**config.mk**
```make
export PLATFORM = sky130hd
export DESIGN_NAME = tcps_peak
export DESIGN_NICKNAME = d
export VERILOG_FILES = /design/src/rtl/training_correlator_peak_search_unit_macros.svh /design/src/rtl/tcps_pkg.sv /design/src/rtl/tcps_peak.sv
export SDC_FILE = /design/constraint.sdc
export NUM_CORES = 2
export LEC_CHECK = 0
export BUFFER_PORTS_ARGS = -buffer_cell sky130_fd_sc_hd__buf_2
export CORE_AREA = 2 2 364 366
export CTS_CLUSTER_DIAMETER = 50
export DETAILED_ROUTE_END_ITERATION = 6
export DIE_AREA = 0 0 366 368
export GPL_TIMING_DRIVEN = 1
export PLACE_DENSITY_LB_ADDON = 0.2
export SKIP_CTS_REPAIR_TIMING = 1
export SYNTH_ARGS = -nofsm -noshare
export SYNTH_HDL_FRONTEND = slang
export SYNTH_SLANG_ARGS = --single-unit
```
**constraint.sdc**
```tcl
create_clock -name clk -period 31.3 [get_ports clk]
set_input_delay 6.26 -clock clk [delete_from_list [all_inputs] [get_ports clk]]
set_output_delay 6.26 -clock clk [all_outputs]
set_load 0.1 [all_outputs]
```
**src/rtl/training_correlator_peak_search_unit_macros.svh**
```systemverilog
// ----------------------------------------------------------------------------
// Assertion macros
// Clocked assertion wrappers; define ASSERT_OFF to drop them.
// ----------------------------------------------------------------------------
`ifndef TRAINING_CORRELATOR_PEAK_SEARCH_UNIT_MACROS_SVH
`define TRAINING_CORRELATOR_PEAK_SEARCH_UNIT_MACROS_SVH
`ifndef ASSERT_OFF
`define TCPS_ASSERT(label, prop, msg) \
  label: assert property (@(posedge clk) disable iff (rst) prop) else $error(msg);
`define TCPS_ASSERT_NEXT(label, pre, post, msg) \
  label: assert property (@(posedge clk) disable iff (rst) (pre) |=> (post)) else $error(msg);
`else
`define TCPS_ASSERT(label, prop, msg)
`define TCPS_ASSERT_NEXT(label, pre, post, msg)
`endif
`endif

```
**src/rtl/tcps_pkg.sv**
```systemverilog
// ----------------------------------------------------------------------------
// tcps_pkg
// Types and constants of the training correlator peak search.
// ----------------------------------------------------------------------------
package tcps_pkg;

  localparam int TRAIN_SYMBOLS_DEF = 12;
  localparam int HOLD_FACTOR_DEF   = 2;
  localparam int MAX_WINDOW_DEF    = 1024;

  localparam int OFFSET_W = 11;
  localparam int POWER_W  = 57;
  localparam int SYM_W    = 4;
  localparam int HOLD_W   = 2;
  localparam int TRAIN_W  = 192;
  localparam int ADDR_W   = 5;
  localparam int DATA_W   = 64;

  localparam logic [1:0] REG_TRAIN_A = 2'd0;
  localparam logic [1:0] REG_TRAIN_B = 2'd1;
  localparam logic [1:0] REG_TRAIN_C = 2'd2;

  typedef struct packed {
    logic signed [15:0] sample_re;
    logic signed [15:0] sample_im;
    logic               window_end;
  } sample_t;

  typedef struct packed {
    logic [OFFSET_W-1:0] peak_offset;
    logic [POWER_W-1:0]  peak_power;
    logic                no_peak;
  } result_t;

  typedef struct packed {
    logic load;
    logic rotate;
    logic clear;
  } corr_ctrl_t;

  typedef struct packed {
    logic sq_re;
    logic sq_im;
    logic cmp;
    logic clear;
  } peak_ctrl_t;

endpackage

```
**src/rtl/tcps_peak.sv**
```systemverilog
// ----------------------------------------------------------------------------
// tcps_peak
// Squared magnitude over one shared multiplier, saturation and best tracking.
// ----------------------------------------------------------------------------
module tcps_peak #(
  parameter int ACC_W = 30,
  parameter int PW_W  = (2 * ACC_W + 1 > tcps_pkg::POWER_W + 1) ?
                        2 * ACC_W + 1 : tcps_pkg::POWER_W + 1
) (
  input  logic                             clk,
  input  logic                             rst,
  input  tcps_pkg::peak_ctrl_t             ctrl,
  input  logic signed [ACC_W-1:0]          acc_re,
  input  logic signed [ACC_W-1:0]          acc_im,
  input  logic [tcps_pkg::OFFSET_W-1:0]    offset,
  output logic [tcps_pkg::POWER_W-1:0]     best_power,
  output logic [tcps_pkg::OFFSET_W-1:0]    best_offset
);

  localparam logic [tcps_pkg::POWER_W-1:0] POWER_MAX = '1;

  logic signed [ACC_W-1:0]       op_s;
  logic [ACC_W-1:0]              op_abs;
  logic [2*ACC_W-1:0]            sq;
  logic [PW_W-1:0]               pw;
  logic [tcps_pkg::POWER_W-1:0]  pw_sat;

  assign op_s   = ctrl.sq_re ? acc_re : acc_im;
  assign op_abs = op_s[ACC_W-1] ? ACC_W'(-op_s) : ACC_W'(op_s);
  assign sq     = op_abs * op_abs;
  assign pw_sat = (pw > PW_W'(POWER_MAX)) ? POWER_MAX : pw[tcps_pkg::POWER_W-1:0];

  always_ff @(posedge clk) begin
    if (ctrl.sq_re) pw <= PW_W'(sq);
    else if (ctrl.sq_im) pw <= pw + PW_W'(sq);
  end

  always_ff @(posedge clk) begin
    if (rst || ctrl.clear) begin
      best_power  <= '0;
      best_offset <= '0;
    end else if (ctrl.cmp && (pw_sat > best_power)) begin
      best_power  <= pw_sat;
      best_offset <= offset;
    end
  end

endmodule

```
Yosys cells after proc, flatten, opt, wreduce, memory -nomap -nowiden
Cells that the tools add are included.
Storage, ports and cells
  bits of input ports: 77
  word-level logic and storage cells: 17
  register bits after elaboration: 129
Operators by class
  add/subtract/negate cells: 2
  multiply operators: 1
  $lt $le $gt $ge: 2
  mux-type cells: 5
  reductions and logical operators: 3
Operator list (count)
  $mux 60: 2
  $add 61x60->61: 1
  $gt 61x57->1 const B: 1
  $mul 30x30->60: 1
  $mux 30: 2
  $gt 57x57->1: 1
  $mux 57: 1
  $neg 30->30: 1
  $reduce_bool 2->1: 1
  $logic_and 1x1->1: 1
  $logic_or 1x1->1: 1

Logic depth before layout (Yosys ltp)
  depth after elaboration: 7
  depth in mapped cells: 54

Least setup slack after synthesis
Ideal clock, no wire load.
  path kind: input-to-reg
  start: in ctrl[3] (netlist name)
  end: reg pw[59] (data pin)
  path slack: 12819 ps
  path buffers: 8
  setup time: 260 ps
  stages: 48
  arrival: 18221 ps
  path through: buf_6 buf_2 buf_2 buf_1 buf_2 nand2_1 a21boi_0 clkbuf_1 ha_1 o2111ai_1 or2_2 o21ai_0 xor2_1 clkbuf_1 nand2_1 fa_1 inv_1 fa_1 [12 not listed] a211oi_1 o21ai_0 a21oi_1 nand3_1 a31oi_1 xnor2_1 ha_1 clkbuf_1 a21o_1 a211oi_1 nor2_1 o211ai_1 a31oi_1 a211o_1 a221o_1 a211oi_1 xnor2_1 mux2_2
Between the ends
  cells in the longest elaborated chain, start to end: 7
Ends and longest elaborated chain
  from (decl): RTL line tcps_peak.sv:12  | input tcps_pkg::peak_ctrl_t ctrl,
  $mux 30: RTL line tcps_peak.sv:28  | assign op_s = ctrl.sq_re ? acc_re : acc_im;
  $neg 30->30: RTL line tcps_peak.sv:29  | assign op_abs = op_s[ACC_W-1] ? ACC_W'(-op_s) : ACC_W'(op_s);
  $mux 30: RTL line tcps_peak.sv:29
  $mul 30x30->60: RTL line tcps_peak.sv:30  | assign sq = op_abs * op_abs;
  $add 61x60->61: RTL line tcps_peak.sv:35  | else if (ctrl.sq_im) pw <= pw + PW_W'(sq);
  $mux 60: RTL line tcps_peak.sv:35
  $mux 60 (*): RTL line tcps_peak.sv:34  | if (ctrl.sq_re) pw <= PW_W'(sq);
  to (signal assigned): RTL line tcps_peak.sv:34
  to (signal assigned): RTL line tcps_peak.sv:35
  to (decl): RTL line tcps_peak.sv:25  | logic [PW_W-1:0] pw;
Mark *: on every way between the ends. The rest lies on a longest branch, timed or not. The select of a mux whose other input is x is not followed.
A chain may end at the register's enable or synchronous reset.

Final worst setup path
  start: in ctrl[3] (netlist name)
  end: reg pw[57] (data pin)
The elaborated chain is that of the path after synthesis.

==> reports/results.txt <==
Largest net degree at the start of global routing = 62
# DRC = 0
Final setup TNS = 0 ns
Clock Path Buffers = 2
Slew @ Worst Pin = 1.20 ns
Max Slew Vio Count = 0
Post-synthesis cell count = 4,138
Ys Warns = 0
Share of layout cells above drive strength 1 = 0.0660
Top cell type's share of synthesized area = 0.385
Startpoint types = primary input
GR Util met3 = 0.0147
Clk_skew = 0.0160 ns
Most frequent CP cell = fa_1
Post-synth EDFFs = 60
Hold Path Class = flip-flop to flip-flop
Chip Width = 366 um
Vias = 27,500
Maximum clock frequency = 50.0 MHz
Area Overhead vs Synth = 9.46%
Clock tree from TritonCTS = done
Post-DP HPWL = 92,800 um
Core Rows = 133
CP max FO = 37
Io pins = 145
Worst path max stage delay = 0.88 ns
Minimum clock period = 19.99 ns
#FFs+latches synth = 129
Top_reg_cell synth = dfxtp_1
Synth area leader = fa_1
I/O Buffers = 144
GP Congestion = 0.901
Final #Nets = 5,379
Antenna diode count = 0
Detailed Routing Iterations Pass 1 = 5
CTS H-tree lvls = 4
Synth cell count leaders = inv_1, fa_1, nor2_1
Average wire per standard cell = 18.7 um
Initial antenna violation count = 1
Part of the Yosys area used for sequential elements = 0.0874
Routed Wire Length = 112,000 um
Tcrit/Tclk final = 0.639
Slew headroom = 0.190
Met1 usage = 0.223
CP Class = primary input to flip-flop
CP required = 31.45 ns
Vias/cell = 4.59
Area contributors post-synth = fa_1, ha_1, inv_1
Die area = 135,000 um2
Clock Latency Late Sink = 0.44 ns
Post-synth cell types = 87
Slowest CP cell = xnor2_2
Mean Syn Cell Area = 8.80 um2
Busiest layer in global routing = met2
Vert. Die Dim = 368 um
GRT Resource Usage Total = 0.168
TritonCTS Buffers = 17
Detailed Route Iter0 Violations = 1,504
Max cap viols = 0
Status = finished, final reports clean
Initial core utilization = 0.278
Arrival time at the worst endpoint = 20.13 ns
Final core utilization = 0.305
Worst Setup End Kind = flip-flop
RSZ-0062 raised after global routing = no
GRT Residual Overflow = 0
# setup viols final = 0
First-pass GRT wire length = 174,000 um
CTS clk-pin slew, worst paths = 0.07 ns
Antenna Nets Post-Route = 0
Fraction of registers with async set or reset after synthesis = 0
Mapped cell area = 36,400 um2
GRT met2 Usage = 0.297
Core area = 131,000 um2
Cell with the most instances after synthesis = inv_1
TritonCTS sink count = 129
Clock root buffer = clkbuf_16
Fin. Hold Viols = 0
Number of global-route vias before repair = 29,200
==> registers in the layout (all words and copies together) (netlist names) <==
| register | flops |
|---|---|
| best_offset | 11 |
| best_power | 57 |
| pw | 61 |
==> kinds of logic (layout without fill, tap and decap cells) <==
group	Yosys count	in the layout	share of synthesized area
AND/OR/NAND/NOR	954	954	0.116
adder cells (fa/ha/maj)	1073	1073	0.513
XOR/XNOR	152	152	0.0374
AO/OA/AOI/OAI	529	529	0.0927
flip-flops	129	129	0.0874
other	2	22	0.000206
multiplexers	105	105	0.0293
buffers and inverters	1194	1276	0.124
==> layout by cell type, fill, tap and decap left out, types with 69 or more instances in the layout <==
cell type,count
dfxtp_1,69
fa_1,701
buf_2,143
a21oi_1,164
nand2b_1,75
nand2_1,330
mux2i_1,92
a21o_1,87
nor2_1,377
ha_1,372
o21ai_0,102
xnor2_1,76
inv_1,1034
==> per-stage QoR <==
step,instance area (um2),instances,hold slack [ns],setup slack [ns]
finish,39900,5995,0.486,11.31
global route,39900,5995,0.512,10.45
CTS,39900,5995,0.494,11.41
detailed placement,39300,5965,0.479,10.99
global placement,39300,5965,0.468,11.33
floorplan,36500,4158,0.536,12.82
==> worst max-delay path: cells and delay by family <==
| kind | cells | cell delay, ns |
|---|---|---|
| adder cells (fa/ha/maj) | 11 | 5.12 |
| AO/OA/AOI/OAI | 14 | 3.48 |
| AND/OR/NAND/NOR | 8 | 2.26 |
| buffers and inverters | 8 | 1.76 |
| XOR/XNOR | 3 | 1.19 |
==> final timing paths <==
| check | start | cells past startpoint | to | slack [ns] |
|---|---|---|---|---|
| setup / recovery | ctrl[3] | 44 | pw[57] | 11.31 |
| hold / removal | best_offset[4] | 2 | best_offset[4] | 0.49 |
| setup reg to reg | pw[57] | 13 | best_power[8] | 26.61 |
| hold reg to reg | best_offset[4] | 2 | best_offset[4] | 0.49 |
==> per-layer routing <==
layer	vias up	routed length, um
li1	12900	-
met1	13900	48800
met2	563	56500
met3	98	4500
met4	0	2540
met5	-	0
==> area by class of cell <==
class	count	area, um2
well taps	1755	2200
flip-flops and latches	129	3180
clock inverters	5	30.0
fillers	14100	90900
multi-input cells	2835	28900
clock buffers	25	495
repair buffers	194	1100
inverters	1052	3950
Power is left out: the tool's default activity adds up to more than one toggle a clock period on the data nets, which glitch-free logic cannot reach.
