## config.mk

```make
export PLATFORM = sky130hd
export DESIGN_NAME = tcps_corr
export DESIGN_NICKNAME = d
export VERILOG_FILES = /design/src/rtl/training_correlator_peak_search_unit_macros.svh /design/src/rtl/tcps_pkg.sv /design/src/rtl/tcps_corr.sv
export SDC_FILE = /design/constraint.sdc
export NUM_CORES = 2
export LEC_CHECK = 0
export ABC_AREA = 1
export CAP_MARGIN = 20
export CORE_UTILIZATION = 55
export CTS_CLUSTER_DIAMETER = 80
export DETAILED_ROUTE_END_ITERATION = 12
export DONT_BUFFER_PORTS = 1
export GPL_ROUTABILITY_DRIVEN = 0
export HOLD_SLACK_MARGIN = 0.05
export PLACE_DENSITY = 0.81
export SLEW_MARGIN = 20
export SYNTH_ARGS = -nofsm -noshare
export SYNTH_HDL_FRONTEND = slang
export SYNTH_SLANG_ARGS = --single-unit
export TNS_END_PERCENT = 30
```

## constraint.sdc

```tcl
create_clock -name clk -period 34.4 [get_ports clk]
set_input_delay 8.6 -clock clk [delete_from_list [all_inputs] [get_ports clk]]
set_output_delay 8.6 -clock clk [all_outputs]
set_load 0.05 [all_outputs]
```

## src/rtl/training_correlator_peak_search_unit_macros.svh

```systemverilog
// ----------------------------------------------------------------------------
// Assertion macros
// Clocked assertion wrappers; define ASSERT_OFF to drop them.
// ----------------------------------------------------------------------------
`ifndef TRAINING_CORRELATOR_PEAK_SEARCH_UNIT_MACROS_SVH
`define TRAINING_CORRELATOR_PEAK_SEARCH_UNIT_MACROS_SVH
`ifndef ASSERT_OFF
`define TCPS_ASSERT(label, prop, msg) \
  label: assert property (@(posedge clk) disable iff (rst) prop) else $error(msg);
`define TCPS_ASSERT_NEXT(label, pre, post, msg) \
  label: assert property (@(posedge clk) disable iff (rst) (pre) |=> (post)) else $error(msg);
`else
`define TCPS_ASSERT(label, prop, msg)
`define TCPS_ASSERT_NEXT(label, pre, post, msg)
`endif
`endif

```

## src/rtl/tcps_pkg.sv

```systemverilog
// ----------------------------------------------------------------------------
// tcps_pkg
// Types and constants of the training correlator peak search.
// ----------------------------------------------------------------------------
package tcps_pkg;

  localparam int TRAIN_SYMBOLS_DEF = 12;
  localparam int HOLD_FACTOR_DEF   = 2;
  localparam int MAX_WINDOW_DEF    = 1024;

  localparam int OFFSET_W = 11;
  localparam int POWER_W  = 57;
  localparam int SYM_W    = 4;
  localparam int HOLD_W   = 2;
  localparam int TRAIN_W  = 192;
  localparam int ADDR_W   = 5;
  localparam int DATA_W   = 64;

  localparam logic [1:0] REG_TRAIN_A = 2'd0;
  localparam logic [1:0] REG_TRAIN_B = 2'd1;
  localparam logic [1:0] REG_TRAIN_C = 2'd2;

  typedef struct packed {
    logic signed [15:0] sample_re;
    logic signed [15:0] sample_im;
    logic               window_end;
  } sample_t;

  typedef struct packed {
    logic [OFFSET_W-1:0] peak_offset;
    logic [POWER_W-1:0]  peak_power;
    logic                no_peak;
  } result_t;

  typedef struct packed {
    logic load;
    logic rotate;
    logic clear;
  } corr_ctrl_t;

  typedef struct packed {
    logic sq_re;
    logic sq_im;
    logic cmp;
    logic clear;
  } peak_ctrl_t;

endpackage

```

## src/rtl/tcps_corr.sv

```systemverilog
// ----------------------------------------------------------------------------
// tcps_corr
// Delay line that rotates one tap per cycle past a single complex MAC.
// ----------------------------------------------------------------------------
module tcps_corr #(
  parameter int TRAIN_SYMBOLS = tcps_pkg::TRAIN_SYMBOLS_DEF,
  parameter int HOLD_FACTOR   = tcps_pkg::HOLD_FACTOR_DEF,
  parameter int TAPS          = TRAIN_SYMBOLS * HOLD_FACTOR,
  parameter int ACC_W         = 25 + $clog2(TAPS),
  parameter int TAP_W         = $clog2(TAPS + 1)
) (
  input  logic                            clk,
  input  logic                            rst,
  input  tcps_pkg::corr_ctrl_t            ctrl,
  input  logic [31:0]                     word_in,
  input  logic [tcps_pkg::TRAIN_W-1:0]    train,
  output logic signed [ACC_W-1:0]         acc_re,
  output logic signed [ACC_W-1:0]         acc_im,
  output logic                            mac_last
);

  logic [31:0]                     line [TAPS];
  logic [TAP_W-1:0]                tap;
  logic [tcps_pkg::SYM_W-1:0]      sym;
  logic [tcps_pkg::HOLD_W-1:0]     hold;
  logic [15:0]                     tb;
  logic signed [15:0]              sr, si;
  logic signed [7:0]               tr, ti;
  logic signed [23:0]              p_rr, p_ii, p_ir, p_ri;

  assign tb = train[int'(sym) * 16 +: 16];
  assign tr = $signed(tb[7:0]);
  assign ti = $signed(tb[15:8]);
  assign sr = $signed(line[TAPS-1][15:0]);
  assign si = $signed(line[TAPS-1][31:16]);
  assign p_rr = sr * tr;
  assign p_ii = si * ti;
  assign p_ir = si * tr;
  assign p_ri = sr * ti;
  assign mac_last = (tap == TAP_W'(TAPS - 1));

  always_ff @(posedge clk) begin
    if (rst || ctrl.clear) begin
      for (int i = 0; i < TAPS; i++) line[i] <= '0;
      acc_re <= '0;
      acc_im <= '0;
      tap    <= '0;
      sym    <= '0;
      hold   <= '0;
    end else if (ctrl.load) begin
      line[0] <= word_in;
      for (int i = 1; i < TAPS; i++) line[i] <= line[i-1];
      acc_re <= '0;
      acc_im <= '0;
      tap    <= '0;
      sym    <= '0;
      hold   <= '0;
    end else if (ctrl.rotate) begin
      // oldest slot feeds the MAC and wraps to the front
      line[0] <= line[TAPS-1];
      for (int i = 1; i < TAPS; i++) line[i] <= line[i-1];
      acc_re <= acc_re + ACC_W'(p_rr) + ACC_W'(p_ii);
      acc_im <= acc_im + ACC_W'(p_ir) - ACC_W'(p_ri);
      tap    <= tap + TAP_W'(1);
      if (hold == tcps_pkg::HOLD_W'(HOLD_FACTOR - 1)) begin
        hold <= '0;
        sym  <= sym + tcps_pkg::SYM_W'(1);
      end else begin
        hold <= hold + tcps_pkg::HOLD_W'(1);
      end
    end
  end

endmodule

```

## Word-level counts from Yosys, hierarchy flattened

Memories as Yosys holds them, arrays and structs flattened.
Cells that the tools add are included.

| cells by class | value |
|---|---|
| reduce and logical (&&, ||, !) cells | 3 |
| shift operators | 1 |
| $mul | 4 |
| add/subtract/negate cells | 7 |
| mux-type cells | 58 |
| eq/ne operators | 2 |
| bitwise operators | 48 |

Operators with widths:

| cell | number |
|---|---|
| 32-bit two-way mux | 48 |
| 192-bit by 9-bit variable part select with 16-bit output | 1 |
| 16-bit by 8-bit multiplier with 24-bit output | 4 |
| 30-bit by 24-bit adder with 30-bit output | 3 |
| 1-bit OR | 48 |
| 30-bit by 24-bit subtractor with 30-bit output | 1 |
| 1-bit two-way mux | 9 |
| 5-bit by 1-bit adder with 5-bit output (second input constant) | 1 |
| 5-bit equality test (second input constant) | 1 |
| 4-bit by 1-bit adder with 4-bit output (second input constant) | 1 |
| 2-bit by 1-bit adder with 2-bit output (second input constant) | 1 |
| 2-bit by 1-bit equality test with 1-bit output (second input constant) | 1 |
| 2-bit two-way mux | 1 |
| 2-bit AND reduction | 1 |
| 2-bit OR reduction | 1 |
| 1-bit logical OR | 1 |

| storage, ports and cells | value |
|---|---|
| memories kept | 1 |
| memory bits (writable) | 768 |
| output and inout bits | 61 |
| word-level logic and storage cells | 129 |
| register bits after elaboration | 71 |

Memory list:

| name | words | bits a word | rd ports | clocked after Yosys merged registers in | wr ports | RTL line | text |
|---|---|---|---|---|---|---|---|
| line | 24 | 32 | 24 | 0 | 24 | tcps_corr.sv:22 | `logic [31:0] line [TAPS];` |

## Depth between registers and ports, before layout

| logic depth | value |
|---|---|
| word-level depth | 5 |
| mapped depth | 38 |
| gate-level depth less buffers | 35 |

## Worst setup path after synthesis

No wires, ideal clock.

| timing path | value |
|---|---|
| path kind | input to register |
| start | input port ctrl[1] in the netlist's numbering |
| end | memory line[0][0], enable pin |
| data arrival time | 21.211 ns |
| stages on the path | 4 |
| slack | 7.994 ns |
| required time | 29.205 ns |
| cell sequence | clkbuf_1 -> o21ai_1 -> clkbuf_1 -> nand2_1 |

RTL lines:

| what | RTL line | text |
|---|---|---|
| from (decl) | tcps_corr.sv:14 | `input tcps_pkg::corr_ctrl_t ctrl,` |
| to (decl) | tcps_corr.sv:22 |  |

## Final worst setup path

| timing path | value |
|---|---|
| start | input port train[98] in the netlist's numbering |
| end | register acc_re[22] |

| on the way | value |
|---|---|
| word-level cells in the longest chain between the ends | 4 |

RTL lines:

| what | RTL line | text |
|---|---|---|
| from (decl) | tcps_corr.sv:16 | `input logic [tcps_pkg::TRAIN_W-1:0] train,` |
| 192-bit by 9-bit variable part select with 16-bit output | tcps_corr.sv:31 | `assign tb = train[int'(sym) * 16 +: 16];` |
| 16-bit by 8-bit multiplier with 24-bit output | tcps_corr.sv:36 | `assign p_rr = sr * tr;` |
| 30-bit by 24-bit adder with 30-bit output (2 in a row) | tcps_corr.sv:62 | `acc_re <= acc_re + ACC_W'(p_rr) + ACC_W'(p_ii);` |
| to (signal assigned) | tcps_corr.sv:62 |  |
| to (decl) | tcps_corr.sv:17 | `output logic signed [ACC_W-1:0] acc_re,` |

Every way passes these cells.
A chain may end at the register's enable or synchronous reset.

==> out/metrics.yaml <==
die_h_um: 323.0
vias_per_cell: 5.297
avgSynthCellArea_um2: 9.699
synthArstFlopShare: 0
drt_wl_total_mm: 133.0
syn_to_final_growth_pct: 6.899
cts_root_buf: "clkbuf_16"
area.sequential_um2: 24490
rows: 117
timing.fmax_mhz: 66.42
die_x_um: 323.0
r2r_setup_slack_ns: 26.01
htreeDepth: 3
antenna_found_initial: 14
cts_tree: "yes"
ys_types: 48
max_cap_violations: 0
slew_headroom: 0.2688
clock-sinks: 839
period_needed_ns: 15.06
synth_ff_type: "edfxtp_1"
hold_violations: 0
clk_latency_ns: 0.69
grt_pass1_wl_mm: 207.2
ant_nets: 0
post-route-period-util: 0.4377
yosysSeqAreaShare: 0.4320
yosysTopAreaCellShare: 0.4069
drcViolationCount: 0
critPathMaxFanout: 25
arrival_ns: 15.62
clk_pin_slew_ns: 0.07
synth_edf_count: 768
final_cells: 7187
finalMaxSlewViolations: 0
crit_type: "input pin to flop"
synth_fp_nets: 6897
rsz0062_at_grt: "false"
syn-instance-count: 5844
cp-end-kind: "flop"
vias: 38070
cts_resized: 0
dpl.cell_count: 7023
synth-seq-cells: 839
synth.yosys.warnings: 0
multiInputGateArea_um2: 24890
cts_inserted_buffers: 84
grt_remaining_overflow: 0
skew_ns: 0.04972
status: "complete, no violations"
die-area_um2: 104300
wl_per_cell_um: 18.50
drt_iter0_drc: 3950
cts_hold_buffers: 0
clock_path_buffers: 3
ios: 290
cp-start-kind: "input pin"
fin_nets: 6796
first_pass_iters: 9
start_util: 0.5555
finalSetupTns_ns: 0
dp_hpwl_mm: 95.37
core_um2: 102000
synth_area_um2: 56680
worst_slew_pin_slew_ns: 1.097
grt_usage: 0.2607
fillers: 7976
grt_pass1_vias: 38750
port_buffers: 0
yosysTopAreaCell: "edfxtp_1"
yosys-top-cells-area: "edfxtp_1, fa_1, inv_1"
setup_viol_count_final: 0
worst-endpoint-required_ns: 34.96
postCtsSetupBuffers: 0
drive_gt1_frac: 0.03785
min_path_type: "flop to flop"
grt_max_degree: 247
routing by layer:
metal  global-route usage  share of wire
met5                    0        0.00090
met4               0.1304          0.058
met3              0.08584           0.12
met2               0.4144           0.46
met1               0.3196           0.36
worst paths after layout:
kind / end / from / cells past startpoint
max: acc_re[22] / train[98] / 24
min: hold[1] / hold[1] / 2
max reg2reg: acc_re[22] / sym[1] / 26
min reg2reg: hold[1] / hold[1] / 2
cell usage in the layout, fill, tap and decap left out, drive strengths merged, types with 8 or more instances in the layout:
cell type	Yosys	routed
dfxtp	71	71
a32o	8	8
inv	1654	1661
o221ai	27	27
o211ai	16	16
clkbuf	106	96
nor2	1172	1172
o21bai	11	11
edfxtp	768	768
a211oi	31	31
xor2	17	17
nand2	579	579
a21oi	91	91
ha	212	212
nand3	89	89
o21ai	159	159
buf	109	28
clkinv	8	46
xnor2	11	11
bufinv	0	13
nor3	17	17
o22ai	23	23
fa	612	612
nand4	27	27
worst max-delay path: stages:
cell and delay [ns]:
o21ai_0 0.06, o221ai_1 0.21, o211ai_1 0.13, nand2_2 0.57
inv_2 0.37, nor2_1 0.26, inv_1 0.14, fa_1 0.70
inv_1 0.15, fa_1 0.46, fa_1 0.53, fa_1 0.44
fa_1 0.50, inv_1 0.05, fa_1 0.47, inv_1 0.04
ha_1 0.42, nand2_1 0.18, nor3_1 0.48, nand4_1 0.35
nand4_1 0.22, nand3_1 0.10, o211ai_1 0.09, inv_1 0.06
kinds of logic after synthesis:
family          Yosys count  share of synthesized area
simple gates           1895                     0.1314
buf+inv                1877                     0.1293
flops                   839                     0.4320
fa+ha+maj               824                     0.2630
compound gates          381                    0.04000
xor+xnor                 28                   0.004327
flip-flops by register name, summed over array words and instances, names as in the netlist:
register	cells
line	768
hold	2
tap	5
sym	4
acc_re	30
acc_im	30
final cells by class:
cell class / instances / area share
flip-flops and latches: 839 / 0.4041
multi-input cells: 3128 / 0.4108
clock inverters: 60 / 0.01185
repair buffers: 28 / 0.005018
inverters: 1662 / 0.1032
well taps: 1368 / 0.02825
clock buffers: 96 / 0.03645
diodes: 6 / 0.0002478
cell usage after synthesis, types with 2 or more instances:
cell type	count
inv_2	18
nor4_1	3
nor2_2	13
nand2_1	565
a32o_1	8
inv_4	2
o221ai_1	27
ha_1	212
buf_6	18
xor2_1	17
buf_1	15
a211oi_1	31
nor3_1	17
o211ai_2	2
nand3b_1	3
fa_1	612
nand3_1	88
edfxtp_1	768
dfxtp_1	71
buf_4	17
clkbuf_1	105
inv_1	1633
o21bai_1	11
o21ai_0	146
and2_1	2
a21oi_1	90
or2_2	2
nor2_4	3
o21ai_1	13
nand4_1	27
o211ai_1	14
nand2_4	2
nor2_1	1156
xnor2_1	11
a31oi_1	6
a21o_1	6
buf_2	59
clkinv_1	8
o22ai_1	23
nand2_2	12
per-stage QoR:
| stage | worst slack, ns | util | hold WS, ns | cell area, µm² |
|---|---|---|---|---|
| after floorplan | 7.994 | - | 0.4087 | 56680 |
| after global placement | 19.10 | 0.5644 | 0.4158 | 57590 |
| after detailed placement | 19.01 | 0.5644 | 0.4270 | 57590 |
| after CTS | 19.65 | 0.5931 | 0.4355 | 60520 |
| after global routing | 19.05 | 0.5938 | 0.4670 | 60580 |
| final | 19.34 | 0.5938 | 0.4335 | 60590 |
Power is not shown: default switching activity piles up to over one toggle a cycle in this logic, so the estimate is an artifact.
